==> src/rtl/keypoint_grid_radius_search_top_defines.svh <==
// Assertion helpers for the keypoint grid search block.
`ifndef KEYPOINT_GRID_RADIUS_SEARCH_TOP_DEFINES_SVH
`define KEYPOINT_GRID_RADIUS_SEARCH_TOP_DEFINES_SVH

// Same-cycle implication, sampled on the rising clock, off during reset.
`define KGRS_ASSERT_NOW(label, ante, cons, msg) \
  label: assert property (@(posedge clk_i) disable iff (!rst_ni) (ante) |-> (cons)) \
    else $error(msg);

// Next-cycle implication, sampled on the rising clock, off during reset.
`define KGRS_ASSERT_NEXT(label, ante, cons, msg) \
  label: assert property (@(posedge clk_i) disable iff (!rst_ni) (ante) |=> (cons)) \
    else $error(msg);

`endif

==> src/rtl/kgrs_pkg.sv <==
package kgrs_pkg;

  localparam int MAX_KEYS  = 64;
  localparam int GRID_COLS = 64;
  localparam int GRID_ROWS = 48;
  localparam int IDX_W     = 6;
  localparam int CNT_W     = 7;
  localparam int CELL_W    = 6;
  localparam int FRAC_BITS = 20;
  localparam int PROD_W    = 35;
  localparam int WIN_W     = 16;
  localparam int SORT_W    = 2 * CELL_W + IDX_W;
  localparam int QDEPTH    = 2;

  localparam logic [1:0] REQ_INSERT = 2'd0;
  localparam logic [1:0] REQ_QUERY  = 2'd1;
  localparam logic [1:0] REQ_CLEAR  = 2'd2;
  localparam logic [1:0] REQ_NONE   = 2'd3;

  localparam logic [1:0] ST_OK      = 2'd0;
  localparam logic [1:0] ST_OUTSIDE = 2'd1;
  localparam logic [1:0] ST_FULL    = 2'd2;
  localparam logic [1:0] ST_NOHIT   = 2'd3;

  localparam logic [1:0] CFG_ORIGIN_X = 2'd0;
  localparam logic [1:0] CFG_ORIGIN_Y = 2'd1;
  localparam logic [1:0] CFG_INV_W    = 2'd2;
  localparam logic [1:0] CFG_INV_H    = 2'd3;

  typedef struct packed {
    logic signed [15:0] origin_x;
    logic signed [15:0] origin_y;
    logic [15:0]        inv_w;
    logic [15:0]        inv_h;
  } cfg_t;

  typedef struct packed {
    logic [1:0]               kind;
    logic signed [15:0]       px;
    logic signed [15:0]       py;
    logic [2:0]               octave;
    logic [14:0]              radius;
    logic signed [3:0]        min_level;
    logic signed [3:0]        max_level;
    logic signed [WIN_W-1:0]  c0;
    logic signed [WIN_W-1:0]  c1;
    logic signed [WIN_W-1:0]  r0;
    logic signed [WIN_W-1:0]  r1;
    logic [CELL_W-1:0]        col;
    logic [CELL_W-1:0]        row;
    logic                     in_grid;
  } cmd_t;

  typedef struct packed {
    logic signed [15:0] x;
    logic signed [15:0] y;
    logic [2:0]         level;
    logic [CELL_W-1:0]  col;
    logic [CELL_W-1:0]  row;
    logic               in_grid;
  } entry_t;

  typedef struct packed {
    logic full;
    logic empty;
  } qstat_t;

  typedef struct packed {
    logic [CNT_W-1:0] count;
  } bstat_t;

endpackage

==> src/rtl/kgrs_front.sv <==
module kgrs_front (
  input  logic               clk_i,
  input  logic               rst_ni,
  input  logic               in_valid_i,
  output logic               in_ready_o,
  input  logic [1:0]         req_type_i,
  input  logic signed [15:0] point_x_i,
  input  logic signed [15:0] point_y_i,
  input  logic [2:0]         octave_i,
  input  logic [14:0]        radius_i,
  input  logic signed [3:0]  min_level_i,
  input  logic signed [3:0]  max_level_i,
  input  kgrs_pkg::cfg_t     cfg_i,
  input  kgrs_pkg::qstat_t   qstat_i,
  output logic               push_o,
  output kgrs_pkg::cmd_t     cmd_o
);
  import kgrs_pkg::*;

  localparam logic [1:0] F_IDLE = 2'd0;
  localparam logic [1:0] F_MUL  = 2'd1;
  localparam logic [1:0] F_PUSH = 2'd2;

  logic [1:0] stage_q, stage_d;
  logic [1:0] kind_q;
  logic signed [15:0] px_q, py_q;
  logic [2:0] oct_q;
  logic [14:0] rad_q;
  logic signed [3:0] minl_q, maxl_q;
  logic signed [PROD_W-1:0] plo_x_q, phi_x_q, plo_y_q, phi_y_q;

  logic [14:0] rad_eff;
  logic signed [16:0] dx, dy;
  logic signed [17:0] dlo_x, dhi_x, dlo_y, dhi_y;
  logic signed [PROD_W-1:0] plo_x, phi_x, plo_y, phi_y;
  logic [PROD_W-1:0] mag_x, mag_y, sum_x, sum_y;
  logic [14:0] qx, qy;
  logic in_x, in_y;
  logic signed [PROD_W:0] cx1, cy1;

  assign in_ready_o = (stage_q == F_IDLE);

  // Multiply stage: window edges (radius forced to zero for all but queries).
  always_comb begin
    rad_eff = (kind_q == REQ_QUERY) ? rad_q : 15'd0;
    dx    = 17'(px_q) - 17'(cfg_i.origin_x);
    dy    = 17'(py_q) - 17'(cfg_i.origin_y);
    dlo_x = 18'(dx) - $signed({3'b000, rad_eff});
    dhi_x = 18'(dx) + $signed({3'b000, rad_eff});
    dlo_y = 18'(dy) - $signed({3'b000, rad_eff});
    dhi_y = 18'(dy) + $signed({3'b000, rad_eff});
    plo_x = PROD_W'(dlo_x) * PROD_W'($signed({1'b0, cfg_i.inv_w}));
    phi_x = PROD_W'(dhi_x) * PROD_W'($signed({1'b0, cfg_i.inv_w}));
    plo_y = PROD_W'(dlo_y) * PROD_W'($signed({1'b0, cfg_i.inv_h}));
    phi_y = PROD_W'(dhi_y) * PROD_W'($signed({1'b0, cfg_i.inv_h}));
  end

  // Cell stage: round half away from zero for inserts, floor/ceil for queries.
  always_comb begin
    mag_x = plo_x_q[PROD_W-1] ? 35'(-plo_x_q) : 35'(plo_x_q);
    mag_y = plo_y_q[PROD_W-1] ? 35'(-plo_y_q) : 35'(plo_y_q);
    sum_x = mag_x + (35'd1 << (FRAC_BITS - 1));
    sum_y = mag_y + (35'd1 << (FRAC_BITS - 1));
    qx    = sum_x[PROD_W-1:FRAC_BITS];
    qy    = sum_y[PROD_W-1:FRAC_BITS];
    in_x  = (!plo_x_q[PROD_W-1] || qx == 15'd0) && (qx < 15'(GRID_COLS));
    in_y  = (!plo_y_q[PROD_W-1] || qy == 15'd0) && (qy < 15'(GRID_ROWS));
    cx1   = 36'(phi_x_q) + 36'((64'd1 << FRAC_BITS) - 64'd1);
    cy1   = 36'(phi_y_q) + 36'((64'd1 << FRAC_BITS) - 64'd1);

    cmd_o.kind      = kind_q;
    cmd_o.px        = px_q;
    cmd_o.py        = py_q;
    cmd_o.octave    = oct_q;
    cmd_o.radius    = rad_q;
    cmd_o.min_level = minl_q;
    cmd_o.max_level = maxl_q;
    cmd_o.c0        = {plo_x_q[PROD_W-1], plo_x_q[PROD_W-1:FRAC_BITS]};
    cmd_o.r0        = {plo_y_q[PROD_W-1], plo_y_q[PROD_W-1:FRAC_BITS]};
    cmd_o.c1        = cx1[PROD_W:FRAC_BITS];
    cmd_o.r1        = cy1[PROD_W:FRAC_BITS];
    cmd_o.in_grid   = in_x && in_y;
    cmd_o.col       = (in_x && in_y) ? qx[CELL_W-1:0] : '0;
    cmd_o.row       = (in_x && in_y) ? qy[CELL_W-1:0] : '0;
  end

  assign push_o = (stage_q == F_PUSH) && !qstat_i.full && (kind_q != REQ_NONE);

  always_comb begin
    stage_d = stage_q;
    case (stage_q)
      F_IDLE: if (in_valid_i) stage_d = F_MUL;
      F_MUL:  stage_d = F_PUSH;
      F_PUSH: if (!qstat_i.full || kind_q == REQ_NONE) stage_d = F_IDLE;
      default: stage_d = F_IDLE;
    endcase
  end

  always_ff @(posedge clk_i or negedge rst_ni) begin
    if (!rst_ni) begin
      stage_q <= F_IDLE;
    end else begin
      stage_q <= stage_d;
    end
  end

  always_ff @(posedge clk_i) begin
    if (stage_q == F_IDLE && in_valid_i) begin
      kind_q <= req_type_i;
      px_q   <= point_x_i;
      py_q   <= point_y_i;
      oct_q  <= octave_i;
      rad_q  <= radius_i;
      minl_q <= min_level_i;
      maxl_q <= max_level_i;
    end
    if (stage_q == F_MUL) begin
      plo_x_q <= plo_x;
      phi_x_q <= phi_x;
      plo_y_q <= plo_y;
      phi_y_q <= phi_y;
    end
  end

endmodule

==> config.mk <==
export PLATFORM = sky130hd
export DESIGN_NAME = kgrs_front
export DESIGN_NICKNAME = d
export VERILOG_FILES = /design/src/rtl/keypoint_grid_radius_search_top_defines.svh /design/src/rtl/kgrs_pkg.sv /design/src/rtl/kgrs_front.sv
export SDC_FILE = /design/constraint.sdc
export NUM_CORES = 2
export LEC_CHECK = 0
export BUFFER_PORTS_ARGS = -buffer_cell sky130_fd_sc_hd__buf_2
export CAP_MARGIN = 20
export CORE_AREA = 2 2 312 314
export CTS_BUF_LIST = sky130_fd_sc_hd__clkbuf_2
export DETAILED_ROUTE_END_ITERATION = 8
export DIE_AREA = 0 0 314 316
export PLACE_DENSITY_LB_ADDON = 0.12
export SETUP_SLACK_MARGIN = 0.05
export SLEW_MARGIN = 10
export SYNTH_ARGS = -nofsm -noshare
export SYNTH_HDL_FRONTEND = slang
export SYNTH_SLANG_ARGS = --single-unit
==> constraint.sdc <==
create_clock -name clk_i -period 23.2 [get_ports clk_i]
set_clock_uncertainty 0.05 [all_clocks]
set_input_delay 1.16 -clock clk_i [delete_from_list [all_inputs] [get_ports clk_i]]
set_output_delay 1.16 -clock clk_i [all_outputs]
set_load 0.02 [all_outputs]
* Word-level counts from Yosys, hierarchy flattened
Cells that the tools add are included.
** Storage, ports and cells
- Input port bits :: 129
- Output and inout bits :: 139
- Word-level logic and storage cells :: 61
- Register bits :: 202
** Operators by class
- Reductions and logical operators :: 16
- Muxes and demuxes :: 8
- $lt $le $gt $ge :: 2
- Add/sub/neg operators :: 12
- Equal/unequal tests :: 7
- Multipliers :: 4
** Operators with widths (number)
- $mul 18x17->35 :: 4
- $add 35x21->36 const B :: 2
- $add 35x20->35 const B :: 2
- $mux 35 :: 2
- $neg 35->35 :: 2
- $add 17x16->18 :: 2
- $sub 17x16->18 :: 2
- $sub 16x16->17 :: 2
- $logic_not 15->1 :: 2
- $lt 15x6->1 const B :: 1
- $lt 15x7->1 const B :: 1
- $mux 15 :: 1
- $mux 6 :: 2
- $logic_and 1x1->1 :: 6
- $pmux 2 s3 :: 1
- $eq 2x1->1 const B :: 2
- $eq 2x2->1 const B :: 2
- $mux 2 :: 2
- $ne 2x2->1 const B :: 2
- $logic_not 1->1 :: 3
- $logic_or 1x1->1 :: 3
- $logic_not 2->1 :: 1
- $ne 2x1->1 const B :: 1
- $reduce_and 2->1 :: 1

* Logic depth before layout (Yosys ltp)
- Depth in word-level cells :: 8
- Mapped depth :: 42
- Depth with buffers taken out :: 40

* Worst setup path before layout
No wires, ideal clock.
- Path kind :: input-to-reg
- Start point :: input cfg_i[48] (netlist name)
- End point :: register phi_x_q[32] (data pin)
- Path buffers :: 2
- Setup slack :: 12.149 ns
- Arrival :: 10.730 ns
- Data required time :: 22.878 ns
- Library setup time :: 0.272 ns
- Stages :: 38
- Cell sequence :: ha_1 fa_1 nor2b_1 o21ai_0 a21boi_0 o21ai_0 o21ai_0 a21oi_1 xnor2_1 ha_1 clkbuf_1 inv_1 a2111oi_0 nor3_1 or3_1 xnor2_1 clkbuf_1 nand2_1 (+2 left out) fa_1 fa_1 inv_1 fa_1 fa_1 inv_1 fa_1 ha_1 a211o_1 a221oi_1 o21ai_0 a21o_1 o21ba_2 o211ai_1 a31oi_1 a311oi_1 nor2_1 or4_1
** On the way
- Longest elaborated chain between the ends :: 3
** RTL lines
- start: declaration :: RTL line kgrs_front.sv:13 : input kgrs_pkg::cfg_t cfg_i,
- $sub 16x16->17 :: RTL line kgrs_front.sv:46 : dx = 17'(px_q) - 17'(cfg_i.origin_x);
- $add 17x16->18 :: RTL line kgrs_front.sv:49 : dhi_x = 18'(dx) + $signed({3'b000, rad_eff});
- $mul 18x17->35 :: RTL line kgrs_front.sv:53 : phi_x = PROD_W'(dhi_x) * PROD_W'($signed({1'b0, cfg_i.inv_w}));
- named net phi_x[32] :: RTL line kgrs_front.sv:35 : logic signed [PROD_W-1:0] plo_x, phi_x, plo_y, phi_y;
- end signal: assignment :: RTL line kgrs_front.sv:119 : phi_x_q <= phi_x;
- end: declaration :: RTL line kgrs_front.sv:30 : logic signed [PROD_W-1:0] plo_x_q, phi_x_q, plo_y_q, phi_y_q;
The timed path passes the listed nets, and every way through them passes these cells.
A chain may end at the register's enable or synchronous reset.

* Worst setup path in the final report
- Start point :: register px_q[0]
- End point :: register phi_x_q[32] (data pin)
** On the way
- Longest elaborated chain between the ends :: 3
** RTL lines
- start: declaration :: RTL line kgrs_front.sv:26 : logic signed [15:0] px_q, py_q;
- start signal: assignment :: RTL line kgrs_front.sv:110 : px_q <= point_x_i;
- $sub 16x16->17 :: RTL line kgrs_front.sv:46
- $add 17x16->18 :: RTL line kgrs_front.sv:49
- $mul 18x17->35 :: RTL line kgrs_front.sv:53
- named net phi_x[32] :: RTL line kgrs_front.sv:35
The timed path passes the listed nets, and every way through them passes these cells.

==> impl_metrics.ini <==
[worst_setup_path]
startpoint = px_q[0]
required_ns = 24.10
r2r-start = px_q[0]
crit_path_start_kind = register
worstSetupEndpointType = register
criticalPathCategory = reg -> reg
cp_slowest_stage_delay_ns = 0.78
critPathSlowestCell = xnor2_1
cp_max_fo = 20
crit_path_frequent_cell = fa_1
cp.arrival_ns = 12.64

[yosys]
synthFlopType = edfxtp_1
synth_top_cell_area_share = 0.4057
synth_cells = 6219
yosysWarningCount = 0
syn_nets = 7953
ys_seq_elements = 200
ys_types = 92
synth_common_cells = inv_1, fa_1, nand2_1
synth-async-reset-ratio = 0.01000
synthTopCellsByArea = fa_1, edfxtp_1, ha_1, inv_1, nand2_1
avgSynthCellArea_um2 = 9.157
synth_edf_count = 198
seq_area_frac_synth = 0.1053
synth_area_leader_cell = fa_1
yosysMostFrequentCell = inv_1
syn_area_um2 = 56950

[timing]
slew_viol_final = 0
relSlewSlack = 0.2398
setup_violations = 0
rsz0062_at_grt = no
timing.final.crit_period_ns = 11.74
tightest_slew_ns = 1.135
min_period_over_period = 0.5058
tns_ns = 0
clock.fmax_ghz = 0.08521
final_hold_viol_count = 0
setup_ws_ns = 11.46

[global_route]
grt_start_max_net_pins = 139
grt_pass1_wl_um = 225700
track_usage = 0.2858
grt_pass1_vias = 43920
antenna_found_initial = 4
grt_overflow = 0

[floorplan]
start_util = 0.5932
core_um2 = 95990
num_rows = 114
fp.dieW_um = 314
die_h_um = 316
boundaryPins = 268
die-area_um2 = 99220

[drt]
vias = 41200
vias_per_cell = 5.398
final_antenna_net_count = 0
drtIter0Drc = 2343
routedWlPerCell_um = 17.55
drc = 0
drt_first_pass_iters = 5
drt_wl_total_um = 134000

[layout]
num-fill-cells = 8291
drive_above_1_share = 0.06830
num-nets-final = 8075
area.growth.synth_to_final_pct = 5.741
final_util = 0.6273

[min_path]
hold_path.startpoint = radius_i[7]
worstHoldPathType = in -> reg

[placement]
hpwl_um = 107600
port_buffers = 266
place_congestion = 0.8869
post-place-ws_ns = 10.63

[cts]
insertion_delay_ns = 1.23
htreeDepth = 4
hold_buffers = 61
tritoncts = yes
ctsResizeCount = 0
cts_buffers = 17
clockRootBuffer = clkbuf_2
clk_pin_slew_ns = 0.30
post_cts_buffers = 0
clockBufferDepth = 2
clock-sinks = 200

[outcome]
status = finished clean

[job]
maxCapViolations = 0
-- layer usage --
layer / routed length, µm / share of wire / global-route usage
met1: 58940 / 0.44 / 0.3940
met2: 63830 / 0.48 / 0.4752
met3: 9051 / 0.068 / 0.05293
met4: 2123 / 0.016 / 0.06111
met5: 13 / 0.000097 / 0
-- state kept, by name, indices dropped and copies added, names as in the netlist --
signal and count:
plo_x_q 35, plo_y_q 35, minl_q 4, stage_q 2, phi_x_q 34, maxl_q 4
px_q 16, phi_y_q 34, rad_q 15, kind_q 2, py_q 16, oct_q 3
-- cell type report --
type / count / area (µm²) / area share
Timing Repair Buffer: 388 / 2442 / 0.04056
Clock inverter: 15 / 187.7 / 0.003117
Inverter: 1497 / 5619 / 0.09332
Tap cell: 1276 / 1597 / 0.02651
Multi-Input combinational cell: 4237 / 44280 / 0.7354
Antenna cell: 3 / 7.507 / 0.0001247
Clock buffer: 17 / 85.08 / 0.001413
Sequential cell: 200 / 5996 / 0.09957
-- final timing paths --
check,slack (ns),endpoint,depth (start not counted)
setup / recovery,11.46,phi_x_q[32],34
hold / removal,0.16,rad_q[7],1
setup reg to reg,11.46,phi_x_q[32],34
hold reg to reg,0.60,stage_q[0],2
max in group asynchronous,22.80,stage_q[1],2
min in group asynchronous,0.21,stage_q[0],2
-- placed cells by master (no fill, tap or decap), types with 12 or more instances in the layout --
cell type | synthesis | layout
a211oi_1 | 20 | 20
a21o_1 | 52 | 52
a21oi_1 | 150 | 149
a31oi_1 | 18 | 18
and2_1 | 404 | 403
and3_1 | 39 | 39
and4_1 | 12 | 12
buf_2 | 5 | 266
buf_4 | 33 | 55
clkbuf_2 | 0 | 17
dlygate4sd3_1 | 0 | 61
edfxtp_1 | 198 | 198
fa_1 | 1154 | 1154
ha_1 | 451 | 451
inv_1 | 1495 | 1495
maj3_1 | 22 | 22
nand2_1 | 743 | 743
nand2b_1 | 51 | 51
nand3_1 | 66 | 66
nand4_1 | 17 | 17
nor2_1 | 143 | 143
nor2b_1 | 106 | 105
nor3_1 | 56 | 55
nor4_1 | 24 | 24
o211ai_1 | 16 | 16
o21a_1 | 29 | 29
o21ai_0 | 104 | 102
o21bai_1 | 25 | 25
o31ai_1 | 17 | 16
or3_1 | 29 | 29
xnor2_1 | 254 | 240
xnor2_2 | 0 | 14
xor2_1 | 58 | 55
-- critical path: cells and delay by family, from the launching register on --
family,cells,cell delay (ns)
adder cells (fa/ha/maj),9,4.41
flip-flops,1,0.42
XOR/XNOR,3,1.15
AO/OA/AOI/OAI,12,3.55
AND/OR/NAND/NOR,6,1.66
buffers and inverters,4,0.31
-- kinds of logic (layout without fill, tap and decap cells) --
kind of cell,count (synthesis),after routing,synth area share
buf+inv,1782,1917,0.1199
fa+ha+maj,1627,1627,0.5086
mux,3,3,0.0007029
simple gates,1751,1751,0.1542
xor+xnor,312,312,0.04799
compound gates,544,544,0.06328
other cells,0,3,0
flops,200,200,0.1053
-- stage by stage --
stage	cells	hold WS, ns	cell area, µm²
after floorplan	6219	0.5366	56950
after CTS	7627	0.02691	60170
after detailed placement	7534	0.5576	59280
after global placement	7532	0.5545	59260
final	7633	0.1629	60220
after global routing	7633	0.07572	60220
Power is not shown: default switching activity piles up to over one toggle a cycle in this logic, so the estimate is an artifact.
