## src/rtl/keypoint_grid_radius_search_top_defines.svh

```systemverilog
// Assertion helpers for the keypoint grid search block.
`ifndef KEYPOINT_GRID_RADIUS_SEARCH_TOP_DEFINES_SVH
`define KEYPOINT_GRID_RADIUS_SEARCH_TOP_DEFINES_SVH

// Same-cycle implication, sampled on the rising clock, off during reset.
`define KGRS_ASSERT_NOW(label, ante, cons, msg) \
  label: assert property (@(posedge clk_i) disable iff (!rst_ni) (ante) |-> (cons)) \
    else $error(msg);

// Next-cycle implication, sampled on the rising clock, off during reset.
`define KGRS_ASSERT_NEXT(label, ante, cons, msg) \
  label: assert property (@(posedge clk_i) disable iff (!rst_ni) (ante) |=> (cons)) \
    else $error(msg);

`endif

```

## src/rtl/kgrs_pkg.sv

```systemverilog
package kgrs_pkg;

  localparam int MAX_KEYS  = 64;
  localparam int GRID_COLS = 64;
  localparam int GRID_ROWS = 48;
  localparam int IDX_W     = 6;
  localparam int CNT_W     = 7;
  localparam int CELL_W    = 6;
  localparam int FRAC_BITS = 20;
  localparam int PROD_W    = 35;
  localparam int WIN_W     = 16;
  localparam int SORT_W    = 2 * CELL_W + IDX_W;
  localparam int QDEPTH    = 2;

  localparam logic [1:0] REQ_INSERT = 2'd0;
  localparam logic [1:0] REQ_QUERY  = 2'd1;
  localparam logic [1:0] REQ_CLEAR  = 2'd2;
  localparam logic [1:0] REQ_NONE   = 2'd3;

  localparam logic [1:0] ST_OK      = 2'd0;
  localparam logic [1:0] ST_OUTSIDE = 2'd1;
  localparam logic [1:0] ST_FULL    = 2'd2;
  localparam logic [1:0] ST_NOHIT   = 2'd3;

  localparam logic [1:0] CFG_ORIGIN_X = 2'd0;
  localparam logic [1:0] CFG_ORIGIN_Y = 2'd1;
  localparam logic [1:0] CFG_INV_W    = 2'd2;
  localparam logic [1:0] CFG_INV_H    = 2'd3;

  typedef struct packed {
    logic signed [15:0] origin_x;
    logic signed [15:0] origin_y;
    logic [15:0]        inv_w;
    logic [15:0]        inv_h;
  } cfg_t;

  typedef struct packed {
    logic [1:0]               kind;
    logic signed [15:0]       px;
    logic signed [15:0]       py;
    logic [2:0]               octave;
    logic [14:0]              radius;
    logic signed [3:0]        min_level;
    logic signed [3:0]        max_level;
    logic signed [WIN_W-1:0]  c0;
    logic signed [WIN_W-1:0]  c1;
    logic signed [WIN_W-1:0]  r0;
    logic signed [WIN_W-1:0]  r1;
    logic [CELL_W-1:0]        col;
    logic [CELL_W-1:0]        row;
    logic                     in_grid;
  } cmd_t;

  typedef struct packed {
    logic signed [15:0] x;
    logic signed [15:0] y;
    logic [2:0]         level;
    logic [CELL_W-1:0]  col;
    logic [CELL_W-1:0]  row;
    logic               in_grid;
  } entry_t;

  typedef struct packed {
    logic full;
    logic empty;
  } qstat_t;

  typedef struct packed {
    logic [CNT_W-1:0] count;
  } bstat_t;

endpackage

```

## src/rtl/kgrs_queue.sv

```systemverilog
module kgrs_queue (
  input  logic             clk_i,
  input  logic             rst_ni,
  input  logic             push_i,
  input  kgrs_pkg::cmd_t   cmd_i,
  input  logic             pop_i,
  output kgrs_pkg::cmd_t   head_o,
  output kgrs_pkg::qstat_t qstat_o
);
  import kgrs_pkg::*;

  localparam int PTR_W = $clog2(QDEPTH);

  cmd_t slots_q [QDEPTH];
  logic [PTR_W-1:0] wr_q, rd_q;
  logic [PTR_W:0] fill_q;

  assign head_o        = slots_q[rd_q];
  assign qstat_o.full  = (fill_q == (PTR_W+1)'(QDEPTH));
  assign qstat_o.empty = (fill_q == '0);

  always_ff @(posedge clk_i or negedge rst_ni) begin
    if (!rst_ni) begin
      wr_q   <= '0;
      rd_q   <= '0;
      fill_q <= '0;
    end else begin
      if (push_i) wr_q <= wr_q + 1'b1;
      if (pop_i) rd_q <= rd_q + 1'b1;
      fill_q <= fill_q + (PTR_W+1)'(push_i) - (PTR_W+1)'(pop_i);
    end
  end

  always_ff @(posedge clk_i) begin
    if (push_i) slots_q[wr_q] <= cmd_i;
  end

endmodule

```

## config.mk

```make
export PLATFORM = sky130hd
export DESIGN_NAME = kgrs_queue
export DESIGN_NICKNAME = d
export VERILOG_FILES = /design/src/rtl/keypoint_grid_radius_search_top_defines.svh /design/src/rtl/kgrs_pkg.sv /design/src/rtl/kgrs_queue.sv
export SDC_FILE = /design/constraint.sdc
export NUM_CORES = 1
export LEC_CHECK = 0
export ABC_AREA = 1
export BUFFER_PORTS_ARGS = -buffer_cell sky130_fd_sc_hd__buf_2
export CAP_MARGIN = 20
export CORE_MARGIN = 2
export CORE_UTILIZATION = 47
export DETAILED_ROUTE_END_ITERATION = 10
export PLACE_DENSITY = 0.87
export SYNTH_ARGS = -nofsm -noshare
export SYNTH_HDL_FRONTEND = slang
export SYNTH_SLANG_ARGS = --single-unit
```

## constraint.sdc

```tcl
create_clock -name clk_i -period 6.5 [get_ports clk_i]
set_input_delay 0.975 -clock clk_i [delete_from_list [all_inputs] [get_ports clk_i]]
set_output_delay 0.975 -clock clk_i [all_outputs]
set_load 0.01 [all_outputs]
```

---- Yosys cells after proc, flatten, opt, wreduce, memory -nomap -nowiden ----
Memories as Yosys holds them, arrays and structs flattened.
Index checks and enable logic that the tools add are counted.
W data, S select, Z words.
cells by class
  mux-type cells .......................... 2
  reductions and logical operators ........ 1
  equal/unequal tests ..................... 1
  add/subtract/negate cells ............... 4
operators by type and width
  cell                   count
  $add A1 B1 Y1 const B  2
  $add A2 B1 Y2          1
  $eq A2 B2 Y1 const B   1
  $logic_not A2 Y1       1
  $mux W1                2
  $sub A2 B1 Y2          1
word-level totals
  bits in writable memories ............... 274
  memories ................................ 1
  register bits ........................... 4
memories
  name     depth  bits a word  read ports  clocked after memory_dff  wr ports  RTL line          RTL
  slots_q  2      137          1           0                         1         kgrs_queue.sv:14  cmd_t slots_q [QDEPTH];

---- Longest topological paths before layout ----
Gate-level depths: netlist of the first run.
  word-level depth ........................ 2
  mapped depth ............................ 7
  depth with buffers taken out ............ 7

---- Worst setup path after synthesis of the first run ----
Ideal clock, no wire load.
  path type ............................... input to register
  start ................................... in push_i
  end ..................................... mem slots_q[0][0] (netlist name) (enable)
  cell stages on the path ................. 2
  path buffers ............................ 0
  data arrival time ....................... 6.744 ns
  setup time .............................. 0.639 ns
  slack ................................... -0.883 ns
  path through ............................ inv_1 -> nor2_1
between the ends
  word-level cells in the longest chain between the ends .. 2
RTL lines
  element                        RTL line          RTL
  start: declaration             kgrs_queue.sv:4   input logic push_i,
  $mux W1                        kgrs_queue.sv:35  if (push_i) slots_q[wr_q] <= cmd_i;
  $mux W1 (implied by the code)  kgrs_queue.sv:35
  end: declaration               kgrs_queue.sv:14
No other way between the ends.

==> results of run 1 <==
## stage by stage
step / worst slack (ns) / hold WS [ns]
after global routing: 2.55 / 0.234
after detailed placement: 3.40 / 0.537
after floorplan: 1.51 / 0.481
after CTS: 2.82 / 0.230
final: 2.84 / 0.244
after global placement: 3.45 / 0.532
## state kept, by name, indices dropped and copies added (netlist names)
register,cells
fill_q,2
rd_q,1
slots_q,274
wr_q,1
## cell usage in the layout, fill, tap and decap left out
master | synthesis | layout
nor2_4 | 0 | 1
dfrtp_1 | 4 | 3
buf_2 | 26 | 279
clkinv_2 | 0 | 3
xor2_1 | 2 | 2
inv_1 | 144 | 143
clkbuf_1 | 2 | 5
nand2_1 | 143 | 143
buf_4 | 2 | 3
ha_1 | 2 | 2
nor2_1 | 3 | 2
bufinv_16 | 0 | 4
nand3_1 | 1 | 1
buf_12 | 0 | 1
dfrtp_4 | 0 | 1
edfxtp_1 | 274 | 274
diode_2 | 0 | 2
clkinv_1 | 0 | 7
clkinvlp_4 | 0 | 3
o21ai_0 | 137 | 137
inv_6 | 0 | 1
clkbuf_16 | 0 | 29
## worst max-delay path by stage
stage          startpoint       endpoint  slack (ns)
6_report             rd_q     head_o[22]        2.84
3_5_place_dp         rd_q    head_o[106]        3.40
3_3_place_gp         rd_q     head_o[88]        3.45
4_1_cts              rd_q    head_o[106]        2.82
2_1_floorplan      push_i  slots_q[0][0]        1.51
5_1_grt              rd_q     head_o[22]        2.55
## worst max-delay path, cell delays in order (launching register included)
cell and delay [ns]:
dfrtp_4 1.05, buf_12 0.45, o21ai_0 0.26, buf_2 0.19
## cells in the mapped netlist
master	number	area share, %
buf_2	26	1.3
buf_4	2	0.15
clkbuf_1	2	0.073
dfrtp_1	4	0.97
edfxtp_1	274	80
ha_1	2	0.24
inv_1	144	5.2
nand2_1	143	5.2
nand3_1	1	0.049
nor2_1	3	0.11
o21ai_0	137	6.7
xor2_1	2	0.17
## kinds of logic (layout without fill, tap and decap cells)
kind of cell             Yosys count  in the layout
other                              0              2
AND/OR/NAND/NOR                  147            147
adder cells (fa/ha/maj)            2              2
AO/OA/AOI/OAI                    137            137
XOR/XNOR                           2              2
buffers and inverters            174            478
flip-flops                       278            278
## power groups by stage
stage	logic, uW	clock network, uW	registers, uW
finish	1480	1600	2560
global route	1660	1700	2610
CTS	1510	1630	2560
detailed placement	1490	0	2600
global placement	1460	0	2580
floorplan	928	0	2520
## final cells by class
class	instances	area [sq um]	area share [%]
sequential	278	8330	64.6
timing repair buffer	283	1440	11.2
multi-input combinational	288	1290	10.0
clock buffer	34	744	5.78
inverter	144	546	4.23
tap	280	350	2.72
clock inverter	17	184	1.43
antenna	2	5.00	0.0388
## per-layer routing
layer / vias to the layer above / track usage (%)
met5: - / 0
met4: 2 / 5.65
met3: 47 / 4.56
met2: 261 / 31.6
met1: 2942 / 20.5
li1: 3074 / -
==> results.sh, run 1 <==
export IMPL_cts_repair_resize_count=0
export IMPL_syn_avg_cell_area_sq_um=13.9
export IMPL_routed_wl_mm=20.8
export IMPL_finalSetupViolations=0
export IMPL_ys_warn_count=0
export IMPL_critPathMaxFanout=159
export IMPL_rsz0062_at_grt="false"
export IMPL_drt_pass1_iter_count=5
export IMPL_finalSetupTns_ns=0
export IMPL_irDropWorstVdd_v=0.000343
export IMPL_m1WireLength_mm=7.65
export IMPL_finalHoldViolations=0
export IMPL_fp_dieArea_sq_um=23100
export IMPL_routabilityCongestion=0.778
export IMPL_relSlewSlack_pct=32.7
export IMPL_drive_above_1_share_pct=31.1
export IMPL_start_kind="flip-flop"
export IMPL_syn_to_final_growth_pct=25.1
export IMPL_cts_root_buf="clkbuf_16"
export IMPL_synthAdderAreaFrac_pct=0.243
export IMPL_wl_met3_mm=1.78
export IMPL_fin_cells=1326
export IMPL_yosys_area_share_simple_pct=5.37
export IMPL_pwr_share_clk_pct=28.4
export IMPL_required_ns=5.52
export IMPL_h_tree_depth=1
export IMPL_power_internal_uw=3860
export IMPL_cp_end_kind="output pin"
export IMPL_cts_buffers=28
export IMPL_grt_total_usage_pct=17.5
export IMPL_stdcell_area_sq_um=12900
export IMPL_finClkSkew_ns=0.00737
export IMPL_critPathKind="flip-flop to output pin"
export IMPL_hold_class="input pin to asynchronous set/reset pin"
export IMPL_vias_per_cell=4.77
export IMPL_drv_cap=0
export IMPL_cts_tree="built"
export IMPL_initial_core_util_pct=47.5
export IMPL_ys_seq_elements=278
export IMPL_grt_ovfl_total=0
export IMPL_worst_r2r_cell_count=3
export IMPL_worstPathArrival_ns=2.69
export IMPL_grt_pass1_vias=6458
export IMPL_synthMuxAreaShare_pct=0
export IMPL_drt_antenna_violating_nets=0
export IMPL_drt_iter0_markers=479
export IMPL_power_switching_uw=1790
export IMPL_synth_fp_nets=883
export IMPL_dpl_cell_count=1273
export IMPL_cts_clk_slew_worst_paths_ns=0.06
export IMPL_clk_path_buf_depth=3
export IMPL_cts_setup_buffers=0
export IMPL_power_frac_comb_pct=26.3
export IMPL_min_period_ns=3.66
export IMPL_ff2ff_setup_slack_ns=4.16
export IMPL_grt_max_degree=160
export IMPL_ios=280
export IMPL_leakage_uw=0.00551
export IMPL_die_w_microns=152
export IMPL_insertion_delay_ns=0.53
export IMPL_synth_top_family_by_area="buffers and inverters"
export IMPL_ys_seq_area_share_pct=80.8
export IMPL_final_util_pct=59.4
export IMPL_dieHeight_microns=152
export IMPL_nFillCells=1636
export IMPL_drv_slew=0
export IMPL_share_seq_of_total_power_pct=45.3
export IMPL_worst_pin_slew_ns=1.01
export IMPL_synth_cells=740
export IMPL_core_area_sq_um=21700
export IMPL_p_sw_share_pct=31.7
export IMPL_postCtsHoldBufs=0
export IMPL_finalCritPeriodShare_pct=56.4
export IMPL_r2r_start="wr_q"
export IMPL_vias=6326
export IMPL_outcome="complete, no violations"
export IMPL_cellPowerDensity_nw_per_um2=438
export IMPL_num_rows=54
export IMPL_drc_errors=0
export IMPL_fmax_mhz=273
export IMPL_syn_area_sq_um=10300
export IMPL_post_drt_wl_per_cell_microns=15.7
export IMPL_met2WireLength_mm=10.8
export IMPL_synth_compound_area_share_pct=6.66
export IMPL_rr_endpoint="slots_q[1][22]"
export IMPL_netlist_cell_type_count=12
export IMPL_antenna_found_initial=3
export IMPL_place_area_sq_um=12000
export IMPL_portBuffers=279
export IMPL_dp_hpwl_mm=13.6
export IMPL_synthXorXnorAreaFrac_pct=0.170
export IMPL_total_power_uw=5650
export IMPL_fin_nets=1166
export IMPL_cts_sinks=278
export IMPL_grt_pass1_wl_mm=32.6
export IMPL_topRoutingLayerUsed="met5"
No activity file was read; power rests on OpenSTA's default activity.
==> run 2, diff against run 1 <==
CORE_UTILIZATION = 52   (was 47)
PLACE_DENSITY = 0.9   (was 0.87)
clock period = 3.5 ns   (was 6.5 ns; I/O delays follow)
==> run 2 against run 1 <==
Effect of this change:
- clock power up 79%
- final cell count down 1.2%
- core utilization up 6.9 points
- worst setup slack worse by 2.1 ns
- largest power group unchanged
- highest routed layer unchanged
==> results.sh, run 2 (synthesis results as in run 1) <==
export IMPL_routed_wl_mm=20.8
export IMPL_cts_clk_slew_worst_paths_ns=0.06
export IMPL_cts_buffers=28
export IMPL_grt_ovfl_total=0
export IMPL_hold_class="input pin to flip-flop"
export IMPL_largest_register="slots_q"
export IMPL_finalSetupTns_ns=0
export IMPL_outcome="complete, no violations"
export IMPL_irDropWorstVdd_v=0.000701
export IMPL_critPathMaxFanout=102
export IMPL_cp_cell_sequence="buf_12 > nand2_1 > o21ai_0 > buf_2"
export IMPL_initial_core_util_pct=52.9
export IMPL_vias_per_cell=4.90
export IMPL_start_kind="flip-flop"
export IMPL_drc_errors=0
export IMPL_finalCritPeriodShare_pct=78.8
export IMPL_dp_slack_ns=1.29
export IMPL_clk_path_buf_depth=3
export IMPL_finalSetupViolations=0
export IMPL_fin_cells=1310
export IMPL_grt_max_degree=103
export IMPL_dpl_cell_count=1260
export IMPL_core_area_sq_um=19500
export IMPL_top_regs="slots_q: 274 flops, fill_q: 2 flops"
export IMPL_worst_pin_slew_ns=0.686
export IMPL_ios=280
export IMPL_cts_repair_resize_count=0
export IMPL_crit_slowest_cell="dfrtp_4"
export IMPL_cp_end_kind="output pin"
export IMPL_cts_setup_buffers=0
export IMPL_drv_slew=0
export IMPL_drive_above_1_share_pct=30.9
export IMPL_insertion_delay_ns=0.53
export IMPL_antenna_found_initial=4
export IMPL_h_tree_depth=1
export IMPL_nFillCells=1302
export IMPL_final_common_cell="buf_2"
export IMPL_worstPathArrival_ns=2.23
export IMPL_critPathKind="flip-flop to output pin"
export IMPL_worstPathBufferInverterCount=2
export IMPL_leakage_uw=0.00552
export IMPL_cts_tree="built"
export IMPL_rsz0062_at_grt="false"
export IMPL_die_w_microns=145
export IMPL_drv_cap=0
export IMPL_fmax_mhz=362
export IMPL_cts_root_buf="clkbuf_16"
export IMPL_min_period_ns=2.76
export IMPL_dp_hpwl_mm=13.5
export IMPL_finalHoldViolations=0
export IMPL_cts_sinks=278
export IMPL_cellPowerDensity_nw_per_um2=809
export IMPL_crit_family="flip-flops"
export IMPL_required_ns=2.97
export IMPL_num_rows=51
export IMPL_portBuffers=279
export IMPL_largest_register_ffs=274
export IMPL_drt_pass1_iter_count=5
export IMPL_routabilityCongestion=0.766
export IMPL_dieHeight_microns=145
export IMPL_timing_hold_ws_ns=0.181
export IMPL_fin_nets=1169
export IMPL_grt_pass1_wl_mm=30.5
export IMPL_final_cell_mix="buf_2, edfxtp_1, inv_1, nand2_1, o21ai_0"
export IMPL_grt_pass1_vias=6266
export IMPL_grt_total_usage_pct=18.9
export IMPL_total_power_uw=10400
export IMPL_syn_to_final_growth_pct=25.3
export IMPL_cpPeakStageDelay_ns=0.88
export IMPL_vias=6422
export IMPL_post_drt_wl_per_cell_microns=15.9
export IMPL_finClkSkew_ns=0.0142
export IMPL_fp_dieArea_sq_um=21000
export IMPL_drt_iter0_markers=399
export IMPL_layout_setup_ws_ns=0.741
export IMPL_relSlewSlack_pct=54.3
export IMPL_drt_antenna_violating_nets=0
==> run 2: cell types whose count changed in the layout (fill, tap and decap cells not counted) <==
| cell | delta |
|---|---|
| clkinv_1 | +1 |
| inv_6 | -1 |
| buf_4 | -3 |
| bufinv_16 | -1 |
| dlygate4sd3_1 | +1 |
| diode_2 | -1 |
| buf_12 | +5 |
| clkinv_2 | -2 |
==> run 2: worst paths after layout <==
check / start / end / slack, ns / depth (start not counted)
max in group asynchronous: rst_ni / rd_q / 2.99 / 2
setup / recovery: rd_q / head_o[46] / 0.74 / 4
min in group asynchronous: rst_ni / fill_q[1] / 0.35 / 2
hold reg to reg: wr_q / wr_q / 0.56 / 1
setup reg to reg: wr_q / slots_q[0][33] / 1.86 / 2
hold / removal: cmd_i[104] / slots_q[0][104] / 0.18 / 1
==> run 2: stage by stage <==
| stage | util [%] | instance area [sq um] |
|---|---|---|
| 2_1_floorplan | - | 10300 |
| 3_3_place_gp | 61.7 | 12000 |
| 3_5_place_dp | 61.7 | 12000 |
| 4_1_cts | 66.3 | 12900 |
| 5_1_grt | 66.3 | 12900 |
| 6_report | 66.3 | 12900 |
==> run 2: timing repair <==
item | 4_1_cts | 5_1_grt
endpoints found under the setup margin | 0 | 0
endpoints found under the hold margin | 4 | 0
hold buffers | 1 | 0
==> run 2: report_power, final <==
| group | switching [uW] | total [uW] | internal (uW) |
|---|---|---|---|
| clock network | 1150 | 2860 | 1710 |
| registers | 276 | 4690 | 4420 |
| logic | 1900 | 2900 | 999 |
==> run 2: area by class of cell <==
| type | instances | area, sq um | share of cell area [%] |
|---|---|---|---|
| Multi-Input combinational cell | 288 | 1290 | 9.98 |
| Antenna cell | 1 | 2.50 | 0.0194 |
| Clock inverter | 14 | 140 | 1.09 |
| Timing Repair Buffer | 286 | 1530 | 11.8 |
| Tap cell | 265 | 332 | 2.57 |
| Inverter | 144 | 544 | 4.22 |
| Sequential cell | 278 | 8330 | 64.5 |
| Clock buffer | 34 | 744 | 5.77 |
==> run 2: per-layer routing <==
layer	up-vias	part of all wire, %	track usage, %
met5	-	0.034	0
met4	2	2.8	6.54
met3	54	8.3	5.46
met1	3024	36	21.0
met2	270	52	34.7
li1	3072	-	-
==> run 3, diff against run 2 <==
clock period = 2.75 ns   (was 3.5 ns; I/O delays follow)
==> run 3 against run 2 <==
Effect of this change:
- first-iteration DRC count is 12% lower
- critical path depth is 1 higher
- clock-buffer cell count shrank 4
- largest cell class unchanged
==> results.sh, run 3 (synthesis results as in run 1) <==
export IMPL_leakage_uw=0.00555
export IMPL_drt_antenna_violating_nets=0
export IMPL_cellPowerDensity_nw_per_um2=1020
export IMPL_worstPathBufferInverterCount=3
export IMPL_cts_root_buf="clkbuf_16"
export IMPL_fp_dieArea_sq_um=21000
export IMPL_critPathKind="flip-flop to output pin"
export IMPL_finalSetupViolations=0
export IMPL_crit_slowest_cell="dfrtp_4"
export IMPL_dieHeight_microns=145
export IMPL_seqCellArea_sq_um=8330
export IMPL_r2r_start="wr_q"
export IMPL_required_ns=2.34
export IMPL_top_regs="slots_q: 274 flops, fill_q: 2 flops"
export IMPL_finalHoldViolations=0
export IMPL_initial_core_util_pct=52.9
export IMPL_drt_pass1_iter_count=4
export IMPL_grt_ovfl_total=0
export IMPL_routed_wl_mm=20.8
export IMPL_drive_above_1_share_pct=32.3
export IMPL_multi_input_area_sq_um=1290
export IMPL_pwr_share_clk_pct=26.5
export IMPL_antenna_found_initial=1
export IMPL_nFillCells=1328
export IMPL_ff2ff_setup_slack_ns=1.34
export IMPL_n_antenna_cell=0
export IMPL_outcome="complete, no violations"
export IMPL_vias_per_cell=4.89
export IMPL_vias=6440
export IMPL_drc_errors=0
export IMPL_rsz0062_at_grt="false"
export IMPL_cts_buffers=28
export IMPL_h_tree_depth=1
export IMPL_finalCritPeriodShare_pct=87.9
export IMPL_final_util_pct=66.5
export IMPL_hold_class="input pin to flip-flop"
export IMPL_largest_register="slots_q"
export IMPL_setup_worst_path_start="rd_q"
export IMPL_final_common_cell="buf_2"
export IMPL_final_cell_mix="buf_2, edfxtp_1, inv_1, nand2_1, o21ai_0"
export IMPL_critPathMaxFanout=78
export IMPL_insertion_delay_ns=0.53
export IMPL_irDropWorstVdd_v=0.000774
export IMPL_grt_busiest_layer="met2"
export IMPL_finClkSkew_ns=0.0224
export IMPL_power_switching_uw=4270
export IMPL_worst_pin_slew_ns=0.419
export IMPL_grt_pass1_vias=6311
export IMPL_syn_to_final_growth_pct=25.6
export IMPL_cts_setup_buffers=0
export IMPL_grtUsageMet1_pct=20.6
export IMPL_num_rows=51
export IMPL_grt_total_usage_pct=18.8
export IMPL_core_area_sq_um=19500
export IMPL_routabilityCongestion=0.848
export IMPL_clk_path_buf_depth=3
export IMPL_relSlewSlack_pct=72.1
export IMPL_grt_use_met2_pct=34.6
export IMPL_drv_cap=0
export IMPL_total_power_uw=13200
export IMPL_start_kind="flip-flop"
export IMPL_cts_tree="built"
export IMPL_cts_clk_slew_worst_paths_ns=0.06
export IMPL_drv_slew=0
export IMPL_portBuffers=279
export IMPL_power_internal_uw=8960
export IMPL_fin_nets=1175
export IMPL_drt_iter0_markers=353
export IMPL_dp_hpwl_mm=13.9
export IMPL_cpPeakStageDelay_ns=0.58
export IMPL_ios=280
export IMPL_share_seq_of_total_power_pct=44.5
export IMPL_min_period_ns=2.42
export IMPL_post_drt_wl_per_cell_microns=15.8
export IMPL_cp_end_kind="output pin"
export IMPL_worstPathArrival_ns=2.00
export IMPL_cts_sinks=278
export IMPL_grt_pass1_wl_mm=30.3
export IMPL_crit_family="buffers and inverters"
export IMPL_fmax_mhz=414
export IMPL_die_w_microns=145
export IMPL_hp_start="cmd_i[111]"
export IMPL_p_sw_share_pct=32.3
export IMPL_largest_register_ffs=274
export IMPL_grt_max_degree=84
export IMPL_grt_util_met3_pct=5.33
export IMPL_power_frac_comb_pct=29.0
export IMPL_cp_cell_sequence="buf_12 > buf_4 > nand2_1 > o21ai_0 > buf_2"
run 3: final cells by class:
class / instances / area share, %
clock buffers: 30 / 5.64
repair buffers: 292 / 12.1
clock inverters: 20 / 1.03
inverters: 144 / 4.23
flip-flops and latches: 278 / 64.4
multi-input cells: 288 / 9.98
well taps: 265 / 2.56
run 3: final timing paths:
kind | end | depth (start not counted)
max | head_o[38] | 5
min | slots_q[1][111] | 1
max reg2reg | slots_q[1][47] | 3
min reg2reg | wr_q | 1
max in group asynchronous | rd_q | 2
min in group asynchronous | wr_q | 2
run 3: per-layer routing:
layer	up-vias	part of all wire [%]	routed length (microns)
li1	3087	-	-
met1	3029	36	7470
met2	265	53	10900
met3	57	7.8	1630
met4	2	3.6	752
met5	-	0.063	13
run 3: worst reg2reg max path, cell delays in order (launching register included):
cell and delay, ns:
dfrtp_1 0.44, nand2_2 0.09, clkinvlp_4 0.12, buf_12 0.31
run 3: what timing repair did:
| action | CTS | global route |
|---|---|---|
| endpoints found under the hold margin | 4 | 0 |
| hold buffers | 1 | 0 |
| resized for setup | 0 | 0 |
run 3: per-stage QoR:
| step | instances | TNS, ns | cell area (sq um) | setup slack (ns) | hold WS, ns |
|---|---|---|---|---|---|
| floorplan | 740 | -39.20 | 10300 | -0.162 | 0.117 |
| global placement | 1266 | 0 | 12100 | 0.938 | 0.223 |
| detailed placement | 1266 | 0 | 12100 | 0.891 | 0.226 |
| CTS | 1317 | 0 | 12900 | 0.324 | 0.0449 |
| global route | 1317 | 0 | 12900 | 0.178 | 0.0470 |
| finish | 1317 | 0 | 12900 | 0.333 | 0.0643 |
run 3: power by group through the flow:
stage	combinational [uW]	clock (uW)	sequential, uW
after floorplan	2200	0	5910
after global placement	3750	0	5920
after detailed placement	3860	0	5970
after CTS	3890	3590	5890
after global routing	4310	3760	5950
final	3830	3510	5890
